<file path="config.mk">
export PLATFORM = sky130hd
export DESIGN_NAME = playlist_shuffle_navigator_core
export DESIGN_NICKNAME = d
export VERILOG_FILES = /design/src/pns_pkg.sv /design/src/pns_mod.sv /design/src/pns_tab.sv /design/src/playlist_shuffle_navigator_core.sv
export SDC_FILE = /design/constraint.sdc
export NUM_CORES = 1
export LEC_CHECK = 0
export BUFFER_PORTS_ARGS = -buffer_cell sky130_fd_sc_hd__buf_4
export CORE_ASPECT_RATIO = 0.6
export CORE_MARGIN = 2
export CORE_UTILIZATION = 50
export CTS_BUF_LIST = sky130_fd_sc_hd__clkbuf_8
export CTS_CLUSTER_DIAMETER = 50
export DETAILED_ROUTE_END_ITERATION = 8
export GPL_TIMING_DRIVEN = 0
export HOLD_SLACK_MARGIN = 0.08
export PLACE_DENSITY_LB_ADDON = 0.2
export SYNTH_ARGS = -nofsm -noshare
export SYNTH_HDL_FRONTEND = slang
export SYNTH_SLANG_ARGS = --single-unit
</file>
<file path="constraint.sdc">
create_clock -name clock -period 5.49 [get_ports clock]
set_input_delay 0.549 -clock clock [delete_from_list [all_inputs] [get_ports clock]]
set_output_delay 0.549 -clock clock [all_outputs]
set_load 0.03 [all_outputs]
</file>
<file path="src/pns_pkg.sv">
`timescale 1ns / 1ps
`default_nettype none

package pns_pkg;

   // default table depth
   localparam int unsigned MAX_ENTRIES_DEF = 64;

   // fixed field widths
   localparam int unsigned ACT_W  = 3;
   localparam int unsigned WORD_W = 32;
   localparam int unsigned CNT_W  = 7;
   localparam int unsigned EP_W   = 6;

   // largest count the count register can hold
   localparam int unsigned CNT_MAX = 127;

   // highest channel before wrap
   localparam logic [CNT_W-1:0] CHANNEL_TOP = 7'd99;

   typedef enum logic [ACT_W-1:0] {
      ACT_BUILD   = 3'd0,
      ACT_SHUFFLE = 3'd1,
      ACT_START   = 3'd2,
      ACT_NEXT    = 3'd3,
      ACT_PREV    = 3'd4
   } action_type;

   typedef enum logic [3:0] {
      ST_IDLE,
      ST_BUILD,
      ST_SW_DIV,
      ST_SW_RD_A,
      ST_SW_RD_B,
      ST_SW_WR_A,
      ST_SW_WR_B,
      ST_NX_DIV,
      ST_RD_ISSUE,
      ST_RD_CHECK,
      ST_RESULT
   } state_type;

endpackage

`default_nettype wire

</file>
<file path="src/pns_mod.sv">
`timescale 1ns / 1ps
`default_nettype none

// Bit-serial remainder unit: one dividend bit per cycle, restoring form.
module pns_mod (
   input  wire logic                        clock,
   input  wire logic                        reset,
   input  wire logic                        start,
   input  wire logic [pns_pkg::WORD_W-1:0]  dividend,
   input  wire logic [pns_pkg::CNT_W-1:0]   divisor,
   output logic                             done,
   output logic [pns_pkg::CNT_W-1:0]        remainder
);
   import pns_pkg::*;

   localparam int unsigned STEP_W = $clog2(WORD_W);

   logic                run_ff;
   logic                done_ff;
   logic [STEP_W-1:0]   cnt_ff;
   logic [WORD_W-1:0]   quo_ff;
   logic [CNT_W-1:0]    rem_ff;
   logic [CNT_W-1:0]    div_ff;
   logic [CNT_W-1:0]    rem_in;
   logic [CNT_W:0]      trial;
   logic [CNT_W:0]      diff;

   // shift in the next dividend bit and subtract when it fits
   always_comb begin
      trial  = {rem_ff, quo_ff[WORD_W-1]};
      diff   = trial - {1'b0, div_ff};
      rem_in = diff[CNT_W] ? trial[CNT_W-1:0] : diff[CNT_W-1:0];
   end

   // sequence the steps
   always_ff @(posedge clock) begin
      if (reset) begin
         run_ff  <= 1'b0;
         done_ff <= 1'b0;
         cnt_ff  <= '0;
      end else begin
         done_ff <= 1'b0;
         if (start) begin
            run_ff <= 1'b1;
            cnt_ff <= '0;
         end else if (run_ff) begin
            cnt_ff <= cnt_ff + STEP_W'(1);
            if (cnt_ff == STEP_W'(WORD_W - 1)) begin
               run_ff  <= 1'b0;
               done_ff <= 1'b1;
            end
         end
      end
   end

   // hold operands and partial remainder
   always_ff @(posedge clock) begin
      if (start) begin
         quo_ff <= dividend;
         rem_ff <= '0;
         div_ff <= divisor;
      end else if (run_ff) begin
         quo_ff <= {quo_ff[WORD_W-2:0], 1'b0};
         rem_ff <= rem_in;
      end
   end

   assign done      = done_ff;
   assign remainder = rem_ff;

endmodule

`default_nettype wire

</file>
<file path="src/pns_tab.sv">
`timescale 1ns / 1ps
`default_nettype none

// Play-order table: one write port, one registered read port.
module pns_tab #(
   parameter int unsigned DEPTH = pns_pkg::MAX_ENTRIES_DEF
) (
   input  wire logic                       clock,
   input  wire logic                       wr_en,
   input  wire logic [$clog2(DEPTH)-1:0]   wr_addr,
   input  wire logic [$clog2(DEPTH)-1:0]   wr_data,
   input  wire logic [$clog2(DEPTH)-1:0]   rd_addr,
   output logic      [$clog2(DEPTH)-1:0]   rd_data
);
   localparam int unsigned IW = $clog2(DEPTH);

   logic [IW-1:0] mem_ff [DEPTH];
   logic [IW-1:0] rd_ff;

   // write an entry
   always_ff @(posedge clock) begin
      if (wr_en) begin
         mem_ff[wr_addr] <= wr_data;
      end
   end

   // register the read word
   always_ff @(posedge clock) begin
      rd_ff <= mem_ff[rd_addr];
   end

   assign rd_data = rd_ff;

endmodule

`default_nettype wire

</file>
<file path="src/playlist_shuffle_navigator_core.sv">
`timescale 1ns / 1ps
`default_nettype none

// Playlist shuffle navigator. Holds a play-order table of entry numbers and
// handles one request word at a time; every request returns one response word
// with the selected entry, its valid flag, the channel and the shuffle status.
// A build writes as many entries as the entry count (saturated to the table
// depth); a shuffle step and next wait on the bit-serial remainder unit,
// while start, previous and an unknown action do not. A shuffle step at
// cursor zero and next on an empty playlist skip the remainder unit.
// req_stall stays
// high while a request is in progress; the response sits in an output register,
// so the following request can be taken while the response waits.
// csr_wdata (entry_count) may be written only while the block is idle.
module playlist_shuffle_navigator_core #(
   parameter int unsigned MAX_ENTRIES = pns_pkg::MAX_ENTRIES_DEF
) (
   input  wire logic                        clock,
   input  wire logic                        reset,
   input  wire logic                        csr_we,
   input  wire logic [pns_pkg::CNT_W-1:0]   csr_wdata,
   input  wire logic                        req_valid,
   output logic                             req_stall,
   input  wire logic [pns_pkg::ACT_W-1:0]   req_action,
   input  wire logic [pns_pkg::WORD_W-1:0]  req_random_word,
   output logic                             rsp_valid,
   input  wire logic                        rsp_stall,
   output logic [pns_pkg::EP_W-1:0]         rsp_episode_index,
   output logic                             rsp_play_valid,
   output logic [pns_pkg::CNT_W-1:0]        rsp_channel_number,
   output logic                             rsp_shuffle_done
);
   import pns_pkg::*;

   // usable depth: the count register cannot go beyond CNT_MAX
   localparam int unsigned CAP = (MAX_ENTRIES < CNT_MAX) ? MAX_ENTRIES : CNT_MAX;
   localparam int unsigned IW  = $clog2(CAP);

   state_type        state_ff, state_in;
   logic [CNT_W-1:0] csr_ff;
   logic [CNT_W-1:0] pos_ff;
   logic [CNT_W-1:0] ch_ff;
   logic [CNT_W-1:0] cursor_ff;
   logic [CNT_W-1:0] slot_ff;
   logic [IW-1:0]    tmp_ff;
   logic             play_ok_ff;
   logic [IW-1:0]    ep_ff;
   logic             rsp_valid_ff;
   logic [EP_W-1:0]  rsp_ep_ff;
   logic             rsp_ok_ff;
   logic [CNT_W-1:0] rsp_ch_ff;
   logic             rsp_done_ff;

   logic [CNT_W-1:0] count;
   logic             accept;
   logic             out_free;
   logic [CNT_W-1:0] ch_wrap;
   logic [CNT_W-1:0] ch_next;
   logic [CNT_W-1:0] ch_prev;
   logic             look_ok;

   logic             tab_we;
   logic [IW-1:0]    tab_waddr;
   logic [IW-1:0]    tab_wdata;
   logic [IW-1:0]    tab_raddr;
   logic [IW-1:0]    tab_rdata;
   logic             div_start;
   logic [WORD_W-1:0] div_dividend;
   logic [CNT_W-1:0] div_divisor;
   logic             div_done;
   logic [CNT_W-1:0] div_rem;

   // saturate the count to the table depth
   assign count = (csr_ff > CNT_W'(CAP)) ? CNT_W'(CAP) : csr_ff;

   assign accept   = req_valid && (state_ff == ST_IDLE);
   assign out_free = !rsp_valid_ff || !rsp_stall;

   // channel arithmetic
   always_comb begin
      ch_wrap = (ch_ff >= CHANNEL_TOP) ? ch_ff - CHANNEL_TOP : ch_ff;
      ch_next = ch_wrap + CNT_W'(1);
      if (ch_ff <= CNT_W'(1)) begin
         ch_prev = (count == '0) ? CNT_W'(1) : count;
      end else begin
         ch_prev = ch_ff - CNT_W'(1);
      end
   end

   // entry check after the table read
   assign look_ok = (slot_ff < count) && (CNT_W'(tab_rdata) < count);

   // next state
   always_comb begin
      state_in = state_ff;
      unique case (state_ff)
         ST_IDLE: begin
            if (accept) begin
               unique case (req_action)
                  ACT_BUILD:   state_in = (count == '0) ? ST_RESULT : ST_BUILD;
                  ACT_SHUFFLE: state_in = (cursor_ff == '0) ? ST_RESULT : ST_SW_DIV;
                  ACT_START:   state_in = ST_RD_ISSUE;
                  ACT_NEXT:    state_in = (count == '0) ? ST_RESULT : ST_NX_DIV;
                  ACT_PREV:    state_in = ST_RD_ISSUE;
                  default:     state_in = ST_RESULT;
               endcase
            end
         end
         ST_BUILD: begin
            if (slot_ff == count - CNT_W'(1)) begin
               state_in = ST_RESULT;
            end
         end
         ST_SW_DIV: begin
            if (div_done) begin
               state_in = ST_SW_RD_A;
            end
         end
         ST_SW_RD_A:  state_in = ST_SW_RD_B;
         ST_SW_RD_B:  state_in = ST_SW_WR_A;
         ST_SW_WR_A:  state_in = ST_SW_WR_B;
         ST_SW_WR_B:  state_in = ST_RESULT;
         ST_NX_DIV: begin
            if (div_done) begin
               state_in = ST_RD_ISSUE;
            end
         end
         ST_RD_ISSUE: state_in = ST_RD_CHECK;
         ST_RD_CHECK: state_in = ST_RESULT;
         ST_RESULT: begin
            if (out_free) begin
               state_in = ST_IDLE;
            end
         end
         default:     state_in = ST_IDLE;
      endcase
   end

   // table and divider controls
   always_comb begin
      req_stall    = 1'b1;
      tab_we       = 1'b0;
      tab_waddr    = IW'(slot_ff);
      tab_wdata    = IW'(slot_ff);
      tab_raddr    = IW'(slot_ff);
      div_start    = 1'b0;
      div_dividend = req_random_word;
      div_divisor  = cursor_ff + CNT_W'(1);
      unique case (state_ff)
         ST_IDLE: begin
            req_stall = 1'b0;
            if (accept && req_action == ACT_SHUFFLE && cursor_ff != '0) begin
               div_start = 1'b1;
            end
            if (accept && req_action == ACT_NEXT && count != '0) begin
               div_start    = 1'b1;
               div_dividend = WORD_W'(pos_ff + CNT_W'(1));
               div_divisor  = count;
            end
         end
         ST_BUILD: begin
            tab_we = 1'b1;
         end
         ST_SW_RD_A: begin
            tab_raddr = IW'(cursor_ff);
         end
         ST_SW_WR_A: begin
            tab_we    = 1'b1;
            tab_waddr = IW'(cursor_ff);
            tab_wdata = tab_rdata;
         end
         ST_SW_WR_B: begin
            tab_we    = 1'b1;
            tab_wdata = tmp_ff;
         end
         default: begin
         end
      endcase
   end

   // control and navigation state
   always_ff @(posedge clock) begin
      if (reset) begin
         state_ff     <= ST_IDLE;
         csr_ff       <= '0;
         pos_ff       <= '0;
         ch_ff        <= CNT_W'(1);
         cursor_ff    <= '0;
         rsp_valid_ff <= 1'b0;
      end else begin
         state_ff <= state_in;
         if (csr_we) begin
            csr_ff <= csr_wdata;
         end
         if (accept) begin
            case (req_action)
               ACT_BUILD: begin
                  pos_ff    <= '0;
                  ch_ff     <= CNT_W'(1);
                  cursor_ff <= (count > CNT_W'(1)) ? count - CNT_W'(1) : '0;
               end
               ACT_START: ch_ff <= CNT_W'(1);
               ACT_NEXT: begin
                  ch_ff <= ch_next;
                  if (count == '0) begin
                     pos_ff <= '0;
                  end
               end
               ACT_PREV:  ch_ff <= ch_prev;
               default: begin
               end
            endcase
         end
         if (state_ff == ST_NX_DIV && div_done) begin
            pos_ff <= div_rem;
         end
         if (state_ff == ST_SW_WR_B) begin
            cursor_ff <= cursor_ff - CNT_W'(1);
         end
         // load the response, or drop it once taken
         if (state_ff == ST_RESULT && out_free) begin
            rsp_valid_ff <= 1'b1;
         end else if (rsp_valid_ff && !rsp_stall) begin
            rsp_valid_ff <= 1'b0;
         end
      end
   end

   // working registers and response word
   always_ff @(posedge clock) begin
      if (accept) begin
         play_ok_ff <= 1'b0;
         ep_ff      <= '0;
         case (req_action)
            ACT_PREV: slot_ff <= ch_prev - CNT_W'(1);
            default:  slot_ff <= '0;
         endcase
      end
      if (state_ff == ST_BUILD) begin
         slot_ff <= slot_ff + CNT_W'(1);
      end
      if ((state_ff == ST_SW_DIV || state_ff == ST_NX_DIV) && div_done) begin
         slot_ff <= div_rem;
      end
      if (state_ff == ST_SW_RD_B) begin
         tmp_ff <= tab_rdata;
      end
      if (state_ff == ST_RD_CHECK) begin
         play_ok_ff <= look_ok;
         ep_ff      <= look_ok ? tab_rdata : '0;
      end
      if (state_ff == ST_RESULT && out_free) begin
         rsp_ep_ff   <= EP_W'(ep_ff);
         rsp_ok_ff   <= play_ok_ff;
         rsp_ch_ff   <= ch_ff;
         rsp_done_ff <= (cursor_ff == '0);
      end
   end

   pns_tab #(
      .DEPTH (CAP)
   ) u_tab (
      .clock   (clock),
      .wr_en   (tab_we),
      .wr_addr (tab_waddr),
      .wr_data (tab_wdata),
      .rd_addr (tab_raddr),
      .rd_data (tab_rdata)
   );

   pns_mod u_mod (
      .clock     (clock),
      .reset     (reset),
      .start     (div_start),
      .dividend  (div_dividend),
      .divisor   (div_divisor),
      .done      (div_done),
      .remainder (div_rem)
   );

   assign rsp_valid          = rsp_valid_ff;
   assign rsp_episode_index  = rsp_ep_ff;
   assign rsp_play_valid     = rsp_ok_ff;
   assign rsp_channel_number = rsp_ch_ff;
   assign rsp_shuffle_done   = rsp_done_ff;

   // remainder unit finishes only while the sequencer waits for it
   a_div_done_wait: assert property (@(posedge clock) disable iff (reset)
      div_done |-> (state_ff == ST_SW_DIV || state_ff == ST_NX_DIV))
      else $error("remainder finished outside a wait state");

   // a swap lowers the cursor by exactly one
   a_cursor_step: assert property (@(posedge clock) disable iff (reset)
      state_ff == ST_SW_WR_B |=> cursor_ff == $past(cursor_ff) - CNT_W'(1))
      else $error("shuffle cursor did not step down by one");

   // channel never reaches zero
   a_channel_nonzero: assert property (@(posedge clock) disable iff (reset)
      ch_ff != '0)
      else $error("channel became zero");

   // a finished request always produces a response word
   a_result_loads: assert property (@(posedge clock) disable iff (reset)
      (state_ff == ST_RESULT && out_free) |=> rsp_valid_ff)
      else $error("response not loaded");

endmodule

`default_nettype wire
</file>
* Yosys cells after proc, flatten, opt, wreduce, memory -nomap -nowiden
Memory sizes are Yosys's and may differ from the RTL's. A register that Yosys moved wholly into a read port is not among the register bits.
Index checks and enable logic that the tools add are counted.
** Storage, ports and cells
- Input bits :: 47
- Memory bits (writable) :: 384
- Register bits after elaboration :: 121
- Latch bits :: 0
- Memories :: 1
- ROM bits :: 0
- Word-level logic and storage cells :: 155
- Output and inout bits :: 17
** Operators by class
- Add/sub/neg operators :: 11
- Eq/ne operators :: 22
- Shift-type cells :: 0
- Multipliers :: 0
- Reduce and logical (&&, ||, !) cells :: 39
- Bitwise operators :: 1
- Divide/modulo/power cells :: 0
- $lt $le $gt $ge :: 6
- Muxes and demuxes :: 55
** Memory list
- u_tab.mem_ff :: words 64, width 6, read ports 1, clocked after Yosys merged registers in 1, wr ports 1, RTL line pns_tab.sv:17 : logic [IW-1:0] mem_ff [DEPTH];
** Operators with widths (count)
- 32-bit two-way mux :: 4
- 7-bit two-way mux :: 18
- 4-bit case mux with 10 select lines :: 1
- 4-bit two-way mux :: 8
- 6-bit two-way mux :: 5
- 7-bit by 1-bit subtractor with 7-bit output (second input constant) :: 4
- 7-bit by 1-bit adder with 7-bit output (second input constant) :: 3
- 7-bit case mux with 3 select lines :: 1
- 4-bit by 3-bit equality test with 1-bit output (second input constant) :: 4
- 4-bit case mux with 4 select lines :: 1
- 1-bit two-way mux :: 15
- 7-bit logical NOT :: 2
- 7-bit case mux with 2 select lines :: 1
- 7-bit nonzero test :: 2
- 4-bit equality test (second input constant) :: 3
- 6-bit case mux with 2 select lines :: 1
- 2-bit nonzero test :: 6
- 1-bit logical AND :: 10
- 3-bit nonzero test :: 3
- 7-bit by 1-bit adder with 8-bit output (second input constant) :: 1
- 4-bit by 2-bit equality test with 1-bit output (second input constant) :: 2
- 2-bit OR reduction :: 4
- 8-bit by 7-bit subtractor with 8-bit output :: 1
- 7-bit equality test :: 1
- other kinds (25) :: 33

* Logic depth before layout (Yosys ltp)
Gate-level depths: netlist of run 1.
- Word-level depth :: 10
- Depth in mapped cells :: 11
- Mapped depth without buffers :: 10

* Hierarchy
A second synthesis of run 1 with hierarchy kept.
** Unflattened totals
- Cell total of the unflattened synthesis :: 1536
- Area, all modules :: 22959.5 µm²
** Modules (own cells, without submodules)
- pns_tab :: area an instance 15225.9 µm², cells each 720, times used 1, sequential area each 11651.2 µm²
- playlist_shuffle_navigator_core :: area an instance 5216.3 µm², cells each 620, times used 1, sequential area each 1711.6 µm²
- pns_mod :: area an instance 2517.4 µm², cells each 196, times used 1, sequential area each 1451.4 µm²

* Least setup slack after synthesis of run 1
No wires, ideal clock.
- Kind :: reg2reg
- Start point :: reg state_ff[3]
- End point :: mem u_tab.mem_ff[0][3] (netlist name) (data pin)
- Path buffers :: 2
- Cell stages (with the launch flop) :: 8
- Data arrival time :: 3098 ps
- Setup slack :: 1844 ps
- Data required time :: 4942 ps
- Library setup time :: 548 ps
- Period minus slack after synthesis :: 3646 ps
- Cell sequence :: dfxtp_1 > clkbuf_1 > nand2b_1 > clkbuf_1 > nor2_1 > a21oi_1 > o22ai_1 > a21oi_1
** On the way
- Longest elaborated chain between the ends :: 2
- Elaborated cells on any way between the ends :: 3
- Those cells by class :: eq/ne (2); mux (1)
** Ends and longest elaborated chain
- start, declared :: RTL line playlist_shuffle_navigator_core.sv:39 : state_type state_ff, state_in;
- start signal, assigned :: RTL line playlist_shuffle_navigator_core.sv:191 : state_ff <= state_in;
- 4-bit by 3-bit equality test with 1-bit output :: RTL line playlist_shuffle_navigator_core.sv:149 : unique case (state_ff)
- 6-bit case mux with 2 select lines * :: RTL line playlist_shuffle_navigator_core.sv:149
- net tab_wdata[3] :: RTL line playlist_shuffle_navigator_core.sv:64 : logic [IW-1:0] tab_wdata;
- end, declared :: RTL line pns_tab.sv:17
The timed path passes the listed nets; every way through them passes the cells marked *.

* Final worst setup path of run 1
- Start point :: reg state_ff[1]
- End point :: reg u_tab.rd_ff[2], in the netlist u_tab.rd_data[2], read port of u_tab.mem_ff
** On the way
- Longest elaborated chain between the ends :: 2
** Ends and longest elaborated chain
- 4-bit by 2-bit equality test with 1-bit output :: RTL line playlist_shuffle_navigator_core.sv:149
- 6-bit two-way mux :: RTL line playlist_shuffle_navigator_core.sv:149
- end, declared :: RTL line pns_tab.sv:18 : logic [IW-1:0] rd_ff;
No other way between the ends.
A chain may end at the register's enable or synchronous reset.

==> impl_metrics.py, run 1 <==
metrics = {
    "status": {
        "status": "finished clean",
    },
    "timing": {
        "finalCritPeriodShare_pct": 82.9,
        "finalCriticalPeriod_ns": 4.55,
        "fin_ws_ns": 0.940,
        "fmax_mhz": 220,
        "slew_viol_final": 0,
        "worst_slew_pin_slew_ns": 1.22,
        "setup_violations": 0,
        "setup_tns_ns": 0,
        "finClkSkew_ns": 0.0312,
        "slew_headroom_pct": 16.1,
        "finalHoldViolations": 0,
        "rsz0062_at_grt": "no",
    },
    "pwr": {
        "cellLeakagePower_nw": 9.00,
        "p_per_area_nw_per_um2": 536,
        "peakVddDrop_uv": 308,
    },
    "clock_tree": {
        "cts_resized": 0,
        "cts-root-buf": "clkbuf_8",
        "cts_tree": "built",
        "cts_max_path_buffers": 3,
        "ctsHoldBuffers": 0,
        "numCtsBuffers": 75,
        "cts_setup_buffers": 0,
        "clock_latency_ns": 0.66,
        "cts.sinks": 511,
        "clkTransAtPathRegs_ns": 0.07,
        "htreeDepth": 3,
    },
    "global_routing": {
        "grt_max_degree": 42,
        "grt_pass1_wl_um": 102000,
        "grt_overflow": 0,
        "grt_antenna_before_repair": 4,
        "grt_pass1_vias": 15700,
        "grtUsageTotal_pct": 29.8,
    },
    "routing": {
        "drt_iter0_markers": 2573,
        "ant_nets": 0,
        "drt-total-wl_um": 70400,
        "routed_via_density": 6.19,
        "firstDrtPassIters": 6,
        "drc_errors": 0,
        "wire_per_inst_um": 25.9,
        "num_vias": 16900,
    },
    "layout": {
        "fin_cells": 2724,
        "fill_cells": 3718,
        "final_area_sq_um": 25700,
        "fin_nets": 2158,
        "syn_to_final_growth_pct": 12.9,
        "drive_gt1_share_pct": 10.3,
    },
    "die": {
        "dieArea_sq_um": 47300,
        "num_rows": 60,
        "die_w_um": 279,
        "io_pins": 64,
        "core_sq_um": 44800,
        "start_util_pct": 50.7,
        "die_h_um": 169,
    },
    "synth": {
        "synth_async_sr_flop_share_pct": 0,
        "syn-num-nets": 2011,
        "yosysSeqAreaShare_pct": 65.2,
        "ys_types": 66,
        "synth_edf_count": 458,
        "ys_ff_latch": 511,
        "yosys_warnings": 0,
        "synthFlopType": "edfxtp_1",
        "synthCells": 1930,
        "synth.avg_cell_area_sq_um": 11.8,
        "synth_area_sq_um": 22700,
    },
    "critical_path": {
        "crit_buf_inv": 3,
        "crit_chain": "nor4bb_1, buf_2, mux2i_1, clkbuf_1, clkbuf_1, nand2_1, a32oi_1, a31oi_1, nand4_1",
        "startpoint_type": "flop",
        "worst-setup-path-type": "flop to flop",
        "cp.arrival_ns": 5.10,
        "crit_required_ns": 6.04,
        "cp-end-kind": "flop",
        "cp_slowest_cell": "mux2i_1",
        "crit_family": "buffers and inverters",
        "regToRegSetupSlack_ns": 0.94,
        "cp_common_cell": "clkbuf_1",
        "cp_slowest_stage_delay_ns": 1.01,
        "cp_max_fo": 10,
    },
    "job": {
        "max_cap_viol_count": 0,
    },
    "place": {
        "post_dp_cell_area_sq_um": 24200,
        "place.gp.congestion": 0.996,
        "dp_hpwl_um": 50400,
        "portBuffers": 60,
        "place_ws_ns": 1.19,
        "placedCellCount": 2588,
    },
    "min_path": {
        "hp-class": "input pin to flop",
    },
}
-- state kept, by name (all words and copies together) (netlist names), 4 cells and up --
name	count
state_ff	4
u_mod.remainder	7
ch_ff	7
u_tab.rd_data	6
u_mod.div_ff	7
tmp_ff	6
csr_ff	7
u_tab.mem_ff	384
u_mod.quo_ff	32
slot_ff	7
u_mod.cnt_ff	5
cursor_ff	7
rsp_channel_number	7
rsp_episode_index	6
pos_ff	7
ep_ff	6
-- worst register-to-register path, cell delays in order, from the launching register on --
cell      delay (ns)
dfxtp_1         0.38
nor4bb_1        0.53
buf_2           0.30
mux2i_1         1.01
clkbuf_1        0.67
clkbuf_1        0.58
nand2_1         0.13
a32oi_1         0.34
a31oi_1         0.30
nand4_1         0.22
-- worst paths after layout --
kind,start,to,cells after the start
setup / recovery,state_ff[1],u_tab.rd_data[2],9
hold / removal,csr_wdata[2],csr_ff[2],3
setup reg to reg,state_ff[1],u_tab.rd_data[2],9
hold reg to reg,ep_ff[3],rsp_episode_index[3],0
-- layout by cell type, fill, tap and decap left out, drive strengths merged, types with 10 or more instances in the layout --
cell | netlist | layout
xnor2 | 27 | 27
a22oi | 12 | 12
nor3 | 23 | 23
xor2 | 18 | 18
inv | 31 | 59
nand4 | 12 | 12
clkinv | 0 | 19
mux2i | 83 | 83
a31oi | 77 | 77
nor2 | 146 | 146
a21oi | 71 | 71
and3 | 28 | 28
edfxtp | 458 | 458
nand2 | 411 | 411
nand2b | 16 | 16
nor4 | 11 | 11
ha | 33 | 33
clkbuf | 78 | 161
o31ai | 15 | 15
a32oi | 47 | 47
dfxtp | 53 | 53
o21a | 10 | 10
o21ai | 41 | 41
nand3 | 86 | 86
buf | 35 | 105
-- through the flow --
stage	util, %	hold slack [ns]	power, W
after floorplan	-	0.400	0.00830
after global placement	53.4	0.405	0.0103
after detailed placement	54.0	0.408	0.0106
after CTS	57.2	0.116	0.0135
after global routing	57.3	0.140	0.0142
final	57.3	0.149	0.0138
-- cell families after synthesis --
group           Yosys count  synth area share, %
mux                      92                 4.15
compound gates          321                 9.36
buf+inv                 144                 2.54
xor+xnor                 45                 1.73
simple gates            783                 15.2
fa+ha+maj                34                 1.90
flops                   511                 65.2
-- synth_stat cells, types with 9 or more instances --
master | number | share of area, %
clkbuf_1 | 78 | 1.3
o31ai_1 | 15 | 0.50
dfxtp_1 | 53 | 4.7
a32oi_1 | 47 | 1.8
and3_1 | 28 | 0.77
a22oi_1 | 12 | 0.40
xor2_1 | 18 | 0.69
nor4_1 | 11 | 0.30
xnor2_1 | 27 | 1.0
o21ai_0 | 39 | 0.86
buf_2 | 18 | 0.40
a31oi_1 | 77 | 2.1
inv_1 | 30 | 0.50
mux2i_1 | 83 | 3.7
nand4_1 | 12 | 0.33
buf_1 | 15 | 0.25
nand3_1 | 85 | 1.9
nor2_1 | 146 | 2.4
nor3_1 | 22 | 0.48
o21a_1 | 10 | 0.33
nand2_1 | 411 | 6.8
a21oi_1 | 71 | 1.6
nor2b_1 | 9 | 0.25
ha_1 | 33 | 1.8
edfxtp_1 | 458 | 60
nand2b_1 | 16 | 0.44
-- report_power, final --
group | switching [W] | leakage (nW) | internal, W
clock network | 0.00151 | 0.814 | 0.00150
registers | 0.000220 | 4.62 | 0.00509
logic | 0.00392 | 3.57 | 0.00152
-- final cells by class --
class / count / area, sq um / share of cell area, %
diodes: 1 / 2.50 / 0.00975
plain buffers: 113 / 462 / 1.80
clock buffers: 83 / 1140 / 4.45
clock inverters: 51 / 295 / 1.15
inverters: 31 / 116 / 0.453
multi-input cells: 1275 / 7420 / 28.9
flip-flops and latches: 511 / 14800 / 57.7
well taps: 589 / 737 / 2.87
repair buffers: 70 / 688 / 2.68
-- per-layer routing --
layer,wire (um),track usage (%)
met5,80,0.513
met4,1320,6.47
met3,11100,12.7
met2,26100,37.2
met1,31800,47.0
(Power assumes the default switching activity.)
==> run 2: changes to the inputs <==
clock period = 4.4 ns   (was 5.49 ns; I/O delays follow)
==> run 2 against run 1 <==
  * Routed wire length barely moved
  * Non-clock buffer count rose by 10
  * Flip-flop and latch count did not move
  * Clock skew fell by 0.0034 ns
==> impl_metrics.py, run 2 (synthesis gave the netlist of run 1 again) <==
metrics = {
    "routing": {
        "ant_nets": 0,
        "drt_iter0_markers": 2642,
        "drt-total-wl_um": 70500,
        "num_vias": 17100,
        "firstDrtPassIters": 8,
        "drc_errors": 0,
        "wire_per_inst_um": 25.8,
        "routed_via_density": 6.24,
    },
    "die": {
        "io_pins": 64,
        "start_util_pct": 50.7,
        "die_w_um": 279,
        "num_rows": 60,
        "dieArea_sq_um": 47300,
        "die_h_um": 169,
        "core_sq_um": 44800,
    },
    "clock_tree": {
        "htreeDepth": 3,
        "clock_latency_ns": 0.66,
        "cts-root-buf": "clkbuf_8",
        "cts_tree": "built",
        "numCtsBuffers": 75,
        "cts_setup_buffers": 0,
        "cts_max_path_buffers": 3,
        "cts.sinks": 511,
        "clkTransAtPathRegs_ns": 0.07,
    },
    "timing": {
        "setup_violations": 0,
        "finalHoldViolations": 0,
        "slew_viol_final": 0,
        "finClkSkew_ns": 0.0278,
        "slew_headroom_pct": 19.5,
        "finalCritPeriodShare_pct": 95.5,
        "rsz0062_at_grt": "no",
        "whs_ns": 0.136,
        "worst_slew_pin_slew_ns": 1.19,
        "fin_ws_ns": 0.196,
        "finalCriticalPeriod_ns": 4.20,
        "fmax_mhz": 238,
    },
    "layout": {
        "max_flop_register": "u_tab.mem_ff",
        "fill_cells": 3712,
        "layout_common_cells": "edfxtp_1 (458), nand2_1 (411), nor2_1 (146)",
        "syn_to_final_growth_pct": 13.4,
        "reg_top3": "u_tab.mem_ff (384), u_mod.quo_ff (32)",
        "largest_register_ffs": 384,
        "fin_nets": 2168,
        "drive_gt1_share_pct": 10.3,
        "mostFrequentLayoutCell": "edfxtp_1",
    },
    "pwr": {
        "cellLeakagePower_nw": 9.05,
        "p_sw_w": 0.00705,
        "p_per_area_nw_per_um2": 666,
        "p_int_w": 0.0101,
        "p_sw_share_pct": 41.0,
        "clkPwrFrac_pct": 21.8,
        "p_comb_share_pct": 39.6,
        "peakVddDrop_uv": 384,
        "pwr-share-seq_pct": 38.6,
    },
    "place": {
        "place.gp.congestion": 0.996,
        "dp_hpwl_um": 50400,
        "portBuffers": 60,
        "place_ws_ns": 0.103,
    },
    "global_routing": {
        "grt_antenna_before_repair": 4,
        "grtUsageMet2_pct": 37.2,
        "grt.met3_usage_pct": 12.7,
        "grt_max_degree": 42,
        "grt_overflow": 0,
        "grt_busiest_layer": "met1",
        "grtUsageTotal_pct": 29.8,
        "grt_pass1_vias": 15700,
        "global_route.usage.met1_pct": 47.0,
        "grt_pass1_wl_um": 103000,
    },
    "critical_path": {
        "crit_chain": "nor4bb_1, buf_2, mux2i_2, clkbuf_1, clkbuf_1, nand2_1, a32oi_1, a31oi_1, nand4_1",
        "crit_buf_inv": 3,
        "crit_family": "buffers and inverters",
        "startpoint_type": "flop",
        "crit_required_ns": 4.95,
        "cp-end-kind": "flop",
        "timing.rr.end": "u_tab.rd_data[2]",
        "cp.arrival_ns": 4.75,
        "cp_max_fo": 10,
        "regToRegSetupSlack_ns": 0.20,
        "worst-setup-path-type": "flop to flop",
        "reg2regPathDepth": 9,
        "r2r-start": "state_ff[1]",
        "cp_slowest_cell": "mux2i_2",
        "cp_slowest_stage_delay_ns": 0.73,
        "cp_common_cell": "clkbuf_1",
    },
    "job": {
        "max_cap_viol_count": 0,
    },
    "min_path": {
        "whs_path_depth": 3,
        "hp-start": "rsp_stall",
        "hold_path_end": "rsp_valid",
        "hp-class": "input pin to flop",
    },
    "status": {
        "status": "finished clean",
    },
}
[run 2: power by group through the flow]
| stage | clock network (W) | registers [W] | logic (W) |
|---|---|---|---|
| 6_report | 0.00375 | 0.00663 | 0.00680 |
| 3_5_place_dp | 0 | 0.00672 | 0.00647 |
| 4_1_cts | 0.00379 | 0.00661 | 0.00650 |
| 5_1_grt | 0.00400 | 0.00664 | 0.00713 |
| 2_1_floorplan | 0 | 0.00669 | 0.00367 |
| 3_3_place_gp | 0 | 0.00689 | 0.00599 |
[run 2: worst reg2reg max path, cell delays in order, from the launching register on]
cell and delay [ns]:
dfxtp_1 0.37, nor4bb_1 0.48, buf_2 0.30, mux2i_2 0.73
clkbuf_1 0.65, clkbuf_1 0.60, nand2_1 0.12, a32oi_1 0.34
a31oi_1 0.29, nand4_1 0.22
[run 2: final cells by class]
class | instances | area, sq um | area share [%]
Multi-Input combinational cell | 1275 | 7420 | 28.8
Clock buffer | 83 | 1140 | 4.43
Antenna cell | 1 | 2.50 | 0.00971
Buffer | 113 | 462 | 1.79
Sequential cell | 511 | 14800 | 57.5
Tap cell | 589 | 737 | 2.86
Clock inverter | 51 | 295 | 1.15
Timing Repair Buffer | 80 | 788 | 3.06
Inverter | 31 | 116 | 0.451
[run 2: worst max path at each step]
stage / startpoint / end / slack, ns / cells past startpoint
final: state_ff[1] / u_tab.rd_data[2] / 0.20 / 9
after floorplan: state_ff[3] / u_tab.mem_ff[0][3] / 0.75 / 7
after CTS: state_ff[1] / u_tab.rd_data[2] / 0.03 / 9
after global placement: state_ff[3] / u_tab.mem_ff[19][5] / -2.40 / 7
after global routing: state_ff[1] / u_tab.rd_data[2] / 0.04 / 9
after detailed placement: state_ff[1] / u_tab.rd_data[2] / 0.10 / 9
[run 2: through the flow]
stage | TNS [ns] | cells | utilization, % | cell area (sq um) | power, W
global route | 0 | 2733 | 57.5 | 25800 | 0.0178
CTS | 0 | 2732 | 57.4 | 25700 | 0.0169
finish | 0 | 2734 | 57.5 | 25800 | 0.0172
floorplan | 0 | 1930 | - | 22700 | 0.0104
detailed placement | 0 | 2588 | 54.0 | 24200 | 0.0132
global placement | -726.38 | 2579 | 53.4 | 23900 | 0.0129
[run 2: routing by layer]
metal  vias up  wire length [um]
li1       7477                 -
met1      8368             31400
met2      1096             26100
met3       115             11500
met4         5              1390
met5         -                75
[run 2: timing repair]
| action | 4_1_cts | 5_1_grt |
|---|---|---|
| hold endpoints to repair | 10 | 0 |
| hold buffers | 10 | 0 |
| endpoints found under the setup margin | 0 | 6 |
| resized for setup | 0 | 1 |
